$ cat config.mk
export PLATFORM = sky130hd
export DESIGN_NAME = wgp_obs_mem
export DESIGN_NICKNAME = d
export VERILOG_FILES = /design/src/sv/wgp_pkg.sv /design/src/sv/wgp_obs_mem.sv
export SDC_FILE = /design/constraint.sdc
export NUM_CORES = 1
export LEC_CHECK = 0
export BUFFER_PORTS_ARGS = -buffer_cell sky130_fd_sc_hd__buf_2
export CAP_MARGIN = 20
export CORE_ASPECT_RATIO = 1.4
export CORE_UTILIZATION = 45
export DETAILED_ROUTE_END_ITERATION = 8
export GPL_ROUTABILITY_DRIVEN = 0
export GPL_TIMING_DRIVEN = 0
export SYNTH_ARGS = -nofsm -noshare
export SYNTH_HDL_FRONTEND = slang
export SYNTH_SLANG_ARGS = --single-unit
$ cat constraint.sdc
create_clock -name clk -period 4.5 [get_ports clk]
set_input_delay 0 -clock clk [delete_from_list [all_inputs] [get_ports clk]]
set_output_delay 0 -clock clk [all_outputs]
set_load 0.05 [all_outputs]
$ cat src/sv/wgp_pkg.sv
// ----------------------------------------------------------------------------
// wgp_pkg
// Shared defaults, codes and state type of the wavefront grid planner.
// ----------------------------------------------------------------------------
package wgp_pkg;

	// default geometry and distance cap
	localparam int GRID_W_DEF   = 32;
	localparam int GRID_H_DEF   = 32;
	localparam int MAX_DIST_DEF = 30;

	// reported distance for unreached or outside cells
	localparam int OUT_FAR = 31;

	// command codes
	localparam logic CMD_OBSTACLE = 1'b0;
	localparam logic CMD_QUERY    = 1'b1;

	// configuration register indexes
	localparam logic [0:0] REG_DEST_X = 1'b0;
	localparam logic [0:0] REG_DEST_Y = 1'b1;

	// rebuild neighbour directions
	localparam logic [2:0] DIR_XP = 3'd0;
	localparam logic [2:0] DIR_XM = 3'd1;
	localparam logic [2:0] DIR_YP = 3'd2;
	localparam logic [2:0] DIR_YM = 3'd3;

	// query slots: the cell itself, then up, left, right, down
	localparam logic [2:0] SLOT_SELF  = 3'd0;
	localparam logic [2:0] SLOT_UP    = 3'd1;
	localparam logic [2:0] SLOT_LEFT  = 3'd2;
	localparam logic [2:0] SLOT_RIGHT = 3'd3;
	localparam logic [2:0] SLOT_DOWN  = 3'd4;

	// sequencer states
	typedef enum logic [10:0] {
		S_IDLE     = 11'b000_0000_0001,
		S_OBS_RD   = 11'b000_0000_0010,
		S_CLR      = 11'b000_0000_0100,
		S_SEED_CHK = 11'b000_0000_1000,
		S_POP      = 11'b000_0001_0000,
		S_POP_WAIT = 11'b000_0010_0000,
		S_NB_RD    = 11'b000_0100_0000,
		S_NB_CHK   = 11'b000_1000_0000,
		S_Q_RD     = 11'b001_0000_0000,
		S_Q_CHK    = 11'b010_0000_0000,
		S_OUT      = 11'b100_0000_0000
	} state_t;

endpackage

$ cat src/sv/wgp_obs_mem.sv
// ----------------------------------------------------------------------------
// wgp_obs_mem
// Obstacle bitmap stored one column per word, two registered read ports.
// A column never written reads as free.
// ----------------------------------------------------------------------------
module wgp_obs_mem
	import wgp_pkg::*;
#(
	parameter int GRID_W = GRID_W_DEF,
	parameter int GRID_H = GRID_H_DEF
) (
	input  logic                      clk,
	input  logic                      arst_n,
	input  logic                      we,
	input  logic [$clog2(GRID_W)-1:0] waddr,
	input  logic [GRID_H-1:0]         wdata,
	input  logic [$clog2(GRID_W)-1:0] raddr_a,
	input  logic [$clog2(GRID_W)-1:0] raddr_b,
	output logic [GRID_H-1:0]         rdata_a,
	output logic [GRID_H-1:0]         rdata_b
);

	logic [GRID_H-1:0] mem [GRID_W];
	logic [GRID_W-1:0] col_vld_q;

	// write a column
	always_ff @(posedge clk) begin
		if (we) begin
			mem[waddr] <= wdata;
		end
	end

	// mark written columns
	always_ff @(posedge clk or negedge arst_n) begin
		if (!arst_n) begin
			col_vld_q <= '0;
		end else if (we) begin
			col_vld_q[waddr] <= 1'b1;
		end
	end

	// registered reads, unwritten columns free
	always_ff @(posedge clk) begin
		rdata_a <= col_vld_q[raddr_a] ? mem[raddr_a] : '0;
		rdata_b <= col_vld_q[raddr_b] ? mem[raddr_b] : '0;
	end

endmodule

; ---- Word level (Yosys, flattened, before mapping)
; Memory sizes are Yosys's and may differ from the RTL's. A register that Yosys moved wholly into a read port is not among the register bits.
; Cells that the tools add are included.
; Widths: inputs -> output; s select.
[word_totals]
register_bits = 32
inputBits = 50
n_memories = 1
word_cells = 18
mem_bits_rw = 1024
[mem_list]
columns = memory, depth, width, rd, rd_ports_with_merged_regs, write_ports, line
row1 = mem, 32, 32, 2, 2, 1, wgp_obs_mem.sv:23  ; logic [GRID_H-1:0] mem [GRID_W];
[op_classes]
bitwise_logic = 1
n_lt_le_gt_ge = 4
muxes = 8
n_reduce_logical = 3
[op_table]
columns = op, n
row1 = $or 32x32->32, 1
row2 = $lt 5x6->1 const B, 3
row3 = $bmux 1 s5, 2
row4 = $demux 1 s5, 1
row5 = $ge 5x1->1 const B, 1
row6 = $mux 1, 5
row7 = $logic_not 1->1, 2
row8 = $logic_and 1x1->1, 1

; ---- Longest topological paths before layout
[logic_depth]
word_depth = 5
ltp_mapped = 9
ltp_nobuf = 5

; ---- Worst setup path after synthesis
; No wires, ideal clock.
[synth_timing]
kind = input to register
from = in waddr[0]
to = mem mem[12][0] (netlist name), enable pin
arrival_ps = 2031
path_buffers = 1
stages = 3
required_time_ps = 4078
setup_time_ps = 422
slack_ps = 2047
cell_sequence = or3b_2 -> clkbuf_1 -> nor2_1
[synth_lines]
columns = element, line
row1 = start: declaration, wgp_obs_mem.sv:15  ; input logic [$clog2(GRID_W)-1:0] waddr,
row2 = end: declaration, wgp_obs_mem.sv:23
; No word-level cell before the write port.

; ---- Final worst setup path
[layout_timing]
from = reg col_vld_q[15]
to = reg rdata_a[18], read port of mem
[layout_between]
elab_chain_len = 3
[layout_lines]
columns = element, line
row1 = start: declaration, wgp_obs_mem.sv:24  ; logic [GRID_W-1:0] col_vld_q;
row2 = start signal: assignment, wgp_obs_mem.sv:36  ; col_vld_q <= '0;
row3 = start signal: indexed assignment, wgp_obs_mem.sv:38  ; col_vld_q[waddr] <= 1'b1;
row4 = $bmux 1 s5, wgp_obs_mem.sv:44  ; rdata_a <= col_vld_q[raddr_a] ? mem[raddr_a] : '0;
row5 = $mux 1 (not written as such), wgp_obs_mem.sv:44
row6 = $logic_not 1->1 (no source line), -
row7 = end: declaration, wgp_obs_mem.sv:19  ; output logic [GRID_H-1:0] rdata_a,
; No other way between the ends. The select of a mux whose other input is x is not followed.
; A chain may end at the register's enable or synchronous reset.

==> flow_summary_export.csv <==
group,metric,value,unit
outcome,status,"complete, but fails checks",
outcome,violations,"DRC",
sta,setup_viol,0,
worst_setup_path,worstPathRequired,5.08,ns
route,drtIter0Drc,4530,
sta,timing.hold.ws,0.0919,ns
clock_network,clk_latency,0.77,ns
finish,final_area,0.0589,sq mm
die,initial_core_util,45.3,%
logic_synthesis,yosysMostFrequentCell,"edfxtp_1",
sta,slew_viol_final,0,
clock_network,cts_root_buffer,"clkbuf_16",
worst_setup_path,cp_max_fo,10,
worst_setup_path,crit_arrival,3.29,ns
route,via_count,34100,
worst_setup_path,critPathTopFamily,"simple AND/OR/NAND/NOR gates",
clock_network,cts_htree_levels,3,
sta,skew,0.0628,ns
logic_synthesis,synth_xor_area_share,0,%
logic_synthesis,synth_top_family_by_area,"multiplexers",
logic_synthesis,postSynthAreaPerCell,16.8,sq um
logic_synthesis,yosys_warnings,0,
power,vdd_drop_max,0.314,mV
global_route,track_usage,32.5,%
sta,rsz0062_at_grt,"no",
logic_synthesis,ys_seq_area_share,64.2,%
worst_setup_path,rrSetupSlack,1.79,ns
clock_network,cts_setup_buffers,0,
logic_synthesis,netlist_top_cells_count,"1024 x edfxtp_1, 520 x mux2i_1, 268 x mux4_2, 256 x a221oi_1, 108 x o21ai_0",
worst_setup_path,crit_path_start,"col_vld_q[15]$_DFFE_PN0P_",
placement,io_buffer_count,107,
logic_synthesis,yosysTopAreaCellShare,60.1,%
die,die_w,287,um
logic_synthesis,synthSimpleGateAreaFrac,3.54,%
logic_synthesis,synth-main-ff-cell,"edfxtp_1",
route,wire_per_inst,38.3,um
worst_setup_path,reg2reg_depth,6,
power,finalPower,0.0243,W
flow_run,cap_violations,0,
worst_setup_path,reg2reg_from,"col_vld_q[15]$_DFFE_PN0P_",
logic_synthesis,netlist_area,0.0511,sq mm
worst_setup_path,path_depth,6,
clock_network,max-clock-path-buffers,3,
logic_synthesis,synth_edf_count,1024,
clock_network,cts_made_buffers,109,
placement,pre_cts_ws,1.30,ns
global_route,grt_max_degree,33,
sta,slew_headroom,13.9,%
global_route,antenna_found_initial,4,
logic_synthesis,synthAdderAreaFrac,0,%
finish,drive_above_1_share,23.7,%
worst_setup_path,worst_path_largest_cell_delay,0.50,ns
clock_network,cts.sinks,1120,
worst_setup_path,endpoint,"rdata_a[18]$_SDFF_PN0_",
clock_network,cts_hold_buf,35,
placement,post_dp_cell_area,0.0548,sq mm
logic_synthesis,muxShareOfSynthArea,22.1,%
global_route,grt.overflow.total,0,
power,power.leakage,20.3,nW
logic_synthesis,synth_area_leaders,"edfxtp_1 60%, mux4_2 12%, mux2i_1 10%",
finish,area_growth,15.2,%
logic_synthesis,syn-num-nets,3090,
die,dieArea,0.115,sq mm
die,core,0.113,sq mm
route,drt_wl_total,188000,um
finish,utilization,52.2,%
logic_synthesis,syn_inst,3040,
min_path,hold_depth,3,
logic_synthesis,ys_types,35,
sta,fin_crit,2.71,ns
sta,period_share,60.1,%
min_path,hold_class,"in2reg",
route,drc_errors,2,
worst_setup_path,worst-path-buf-inv,1,
die,std_cell_rows,146,
die,die_height,401,um
worst_setup_path,slowest_stage,"nand4_1",
worst_setup_path,critical_path_class,"reg2reg",
route,first_pass_iters,8,
finish,fill_cells,9183,
sta,worst_pin_slew,1.29,ns
worst_setup_path,cp_cell_sequence,"mux4_2, mux2_2, nand3_1, nand4_1, clkbuf_2, and3_1",
clock_network,cts_tree,"built",
worst_setup_path,end_kind,"flip-flop",
logic_synthesis,synth_top_area_cell,"edfxtp_1",
worst_setup_path,r2r-end,"rdata_a[18]$_SDFF_PN0_",
global_route,first_global_vias,34500,
clock_network,clk_pin_slew_worst_paths,0.07,ns
finish,nets,3391,
placement,hpwl,133000,um
logic_synthesis,synth_compound_area_share,7.33,%
route,detail-route-antenna-nets,0,
die,pin_count,114,
sta,finalHoldViolations,0,
logic_synthesis,yosys_register_bits,1120,
sta,fmax,0.370,GHz
route,vias_per_cell,6.94,
global_route,grt_pass1_wl,259000,um
sta,worst_slack,1.79,ns
logic_synthesis,async_reset_ff_share,2.86,%
power,p_per_area,412,mW/mm^2
worst_setup_path,startpoint_type,"flip-flop",
clock_network,cts-resized-gates,0,
## layout make-up
type | count | area, sq um | share of cell area [%]
clock buffer | 137 | 3020 | 5.12
clock inverter | 70 | 716 | 1.21
buffer | 249 | 1460 | 2.47
sequential | 1120 | 32800 | 55.7
timing repair buffer | 190 | 1970 | 3.33
tap | 1480 | 1850 | 3.14
inverter | 4 | 15.0 | 0.0255
antenna | 1 | 2.50 | 0.00425
multi-input combinational | 1667 | 17100 | 29.0
## cell families (layout without fill, tap and decap cells)
kind of cell | Yosys count | after routing
DFF | 1120 | 1120
muxes | 792 | 792
AOI/OAI and AO/OA | 520 | 520
and+or+nand+nor | 355 | 355
buffers and inverters | 253 | 650
other | 0 | 1
## worst reg2reg max path, stage by stage (launching register included)
cell      delay (ns)
dfrtp_1         0.39
mux4_2          0.49
mux2_2          0.31
nand3_1         0.09
nand4_1         0.50
clkbuf_2        0.43
and3_1          0.33
## power breakdown
| group | leakage (nW) | switching [W] | total [W] | internal [W] |
|---|---|---|---|---|
| Combinational | 8.34 | 0.00199 | 0.00290 | 0.000916 |
| Sequential | 10.1 | 0.000135 | 0.0118 | 0.0116 |
| Clock | 1.84 | 0.00423 | 0.00960 | 0.00537 |
| Total | 20.3 | 0.00635 | 0.0243 | 0.0179 |
## per-stage QoR
stage,TNS (ns),std cells
2_1_floorplan,0,3040
3_3_place_gp,-171.26,4627
3_5_place_dp,0,4671
4_1_cts,0,4913
5_1_grt,0,4917
6_report,0,4918
## metal layers
metal	part of all wire, %	vias to the layer above	wire length, um	global-route usage, %
met2	48	2381	90200	52.5
met4	8.1	2	15200	22.6
met1	35	17800	65100	39.0
li1	-	13400	-	-
met3	9.5	642	17900	6.66
met5	0.0069	-	13	0
## cell usage in the layout, fill, tap and decap left out, types with 69 or more instances in the layout
cell       instances
a221oi_1         256
buf_2            167
clkbuf_1         115
clkbuf_16        114
edfxtp_1        1024
mux2i_1          520
mux4_2           268
nand3_1           70
nor2_1            69
o21ai_0          108
## worst min-delay path by stage
| stage | startpoint | endpoint |
|---|---|---|
| floorplan | arst_n | col_vld_q[0]$_DFFE_PN0P_ |
| global placement | arst_n | col_vld_q[12]$_DFFE_PN0P_ |
| detailed placement | arst_n | col_vld_q[14]$_DFFE_PN0P_ |
| CTS | waddr[2] | mem[17][1]$_DFFE_PP_ |
| global route | waddr[3] | mem[17][1]$_DFFE_PP_ |
| finish | waddr[2] | mem[17][1]$_DFFE_PP_ |
## sequential cells by signal, indices dropped and copies added (netlist names)
signal,flops
rdata_a,32
rdata_b,32
mem,1024
col_vld_q,32
(Power assumes the default switching activity.)
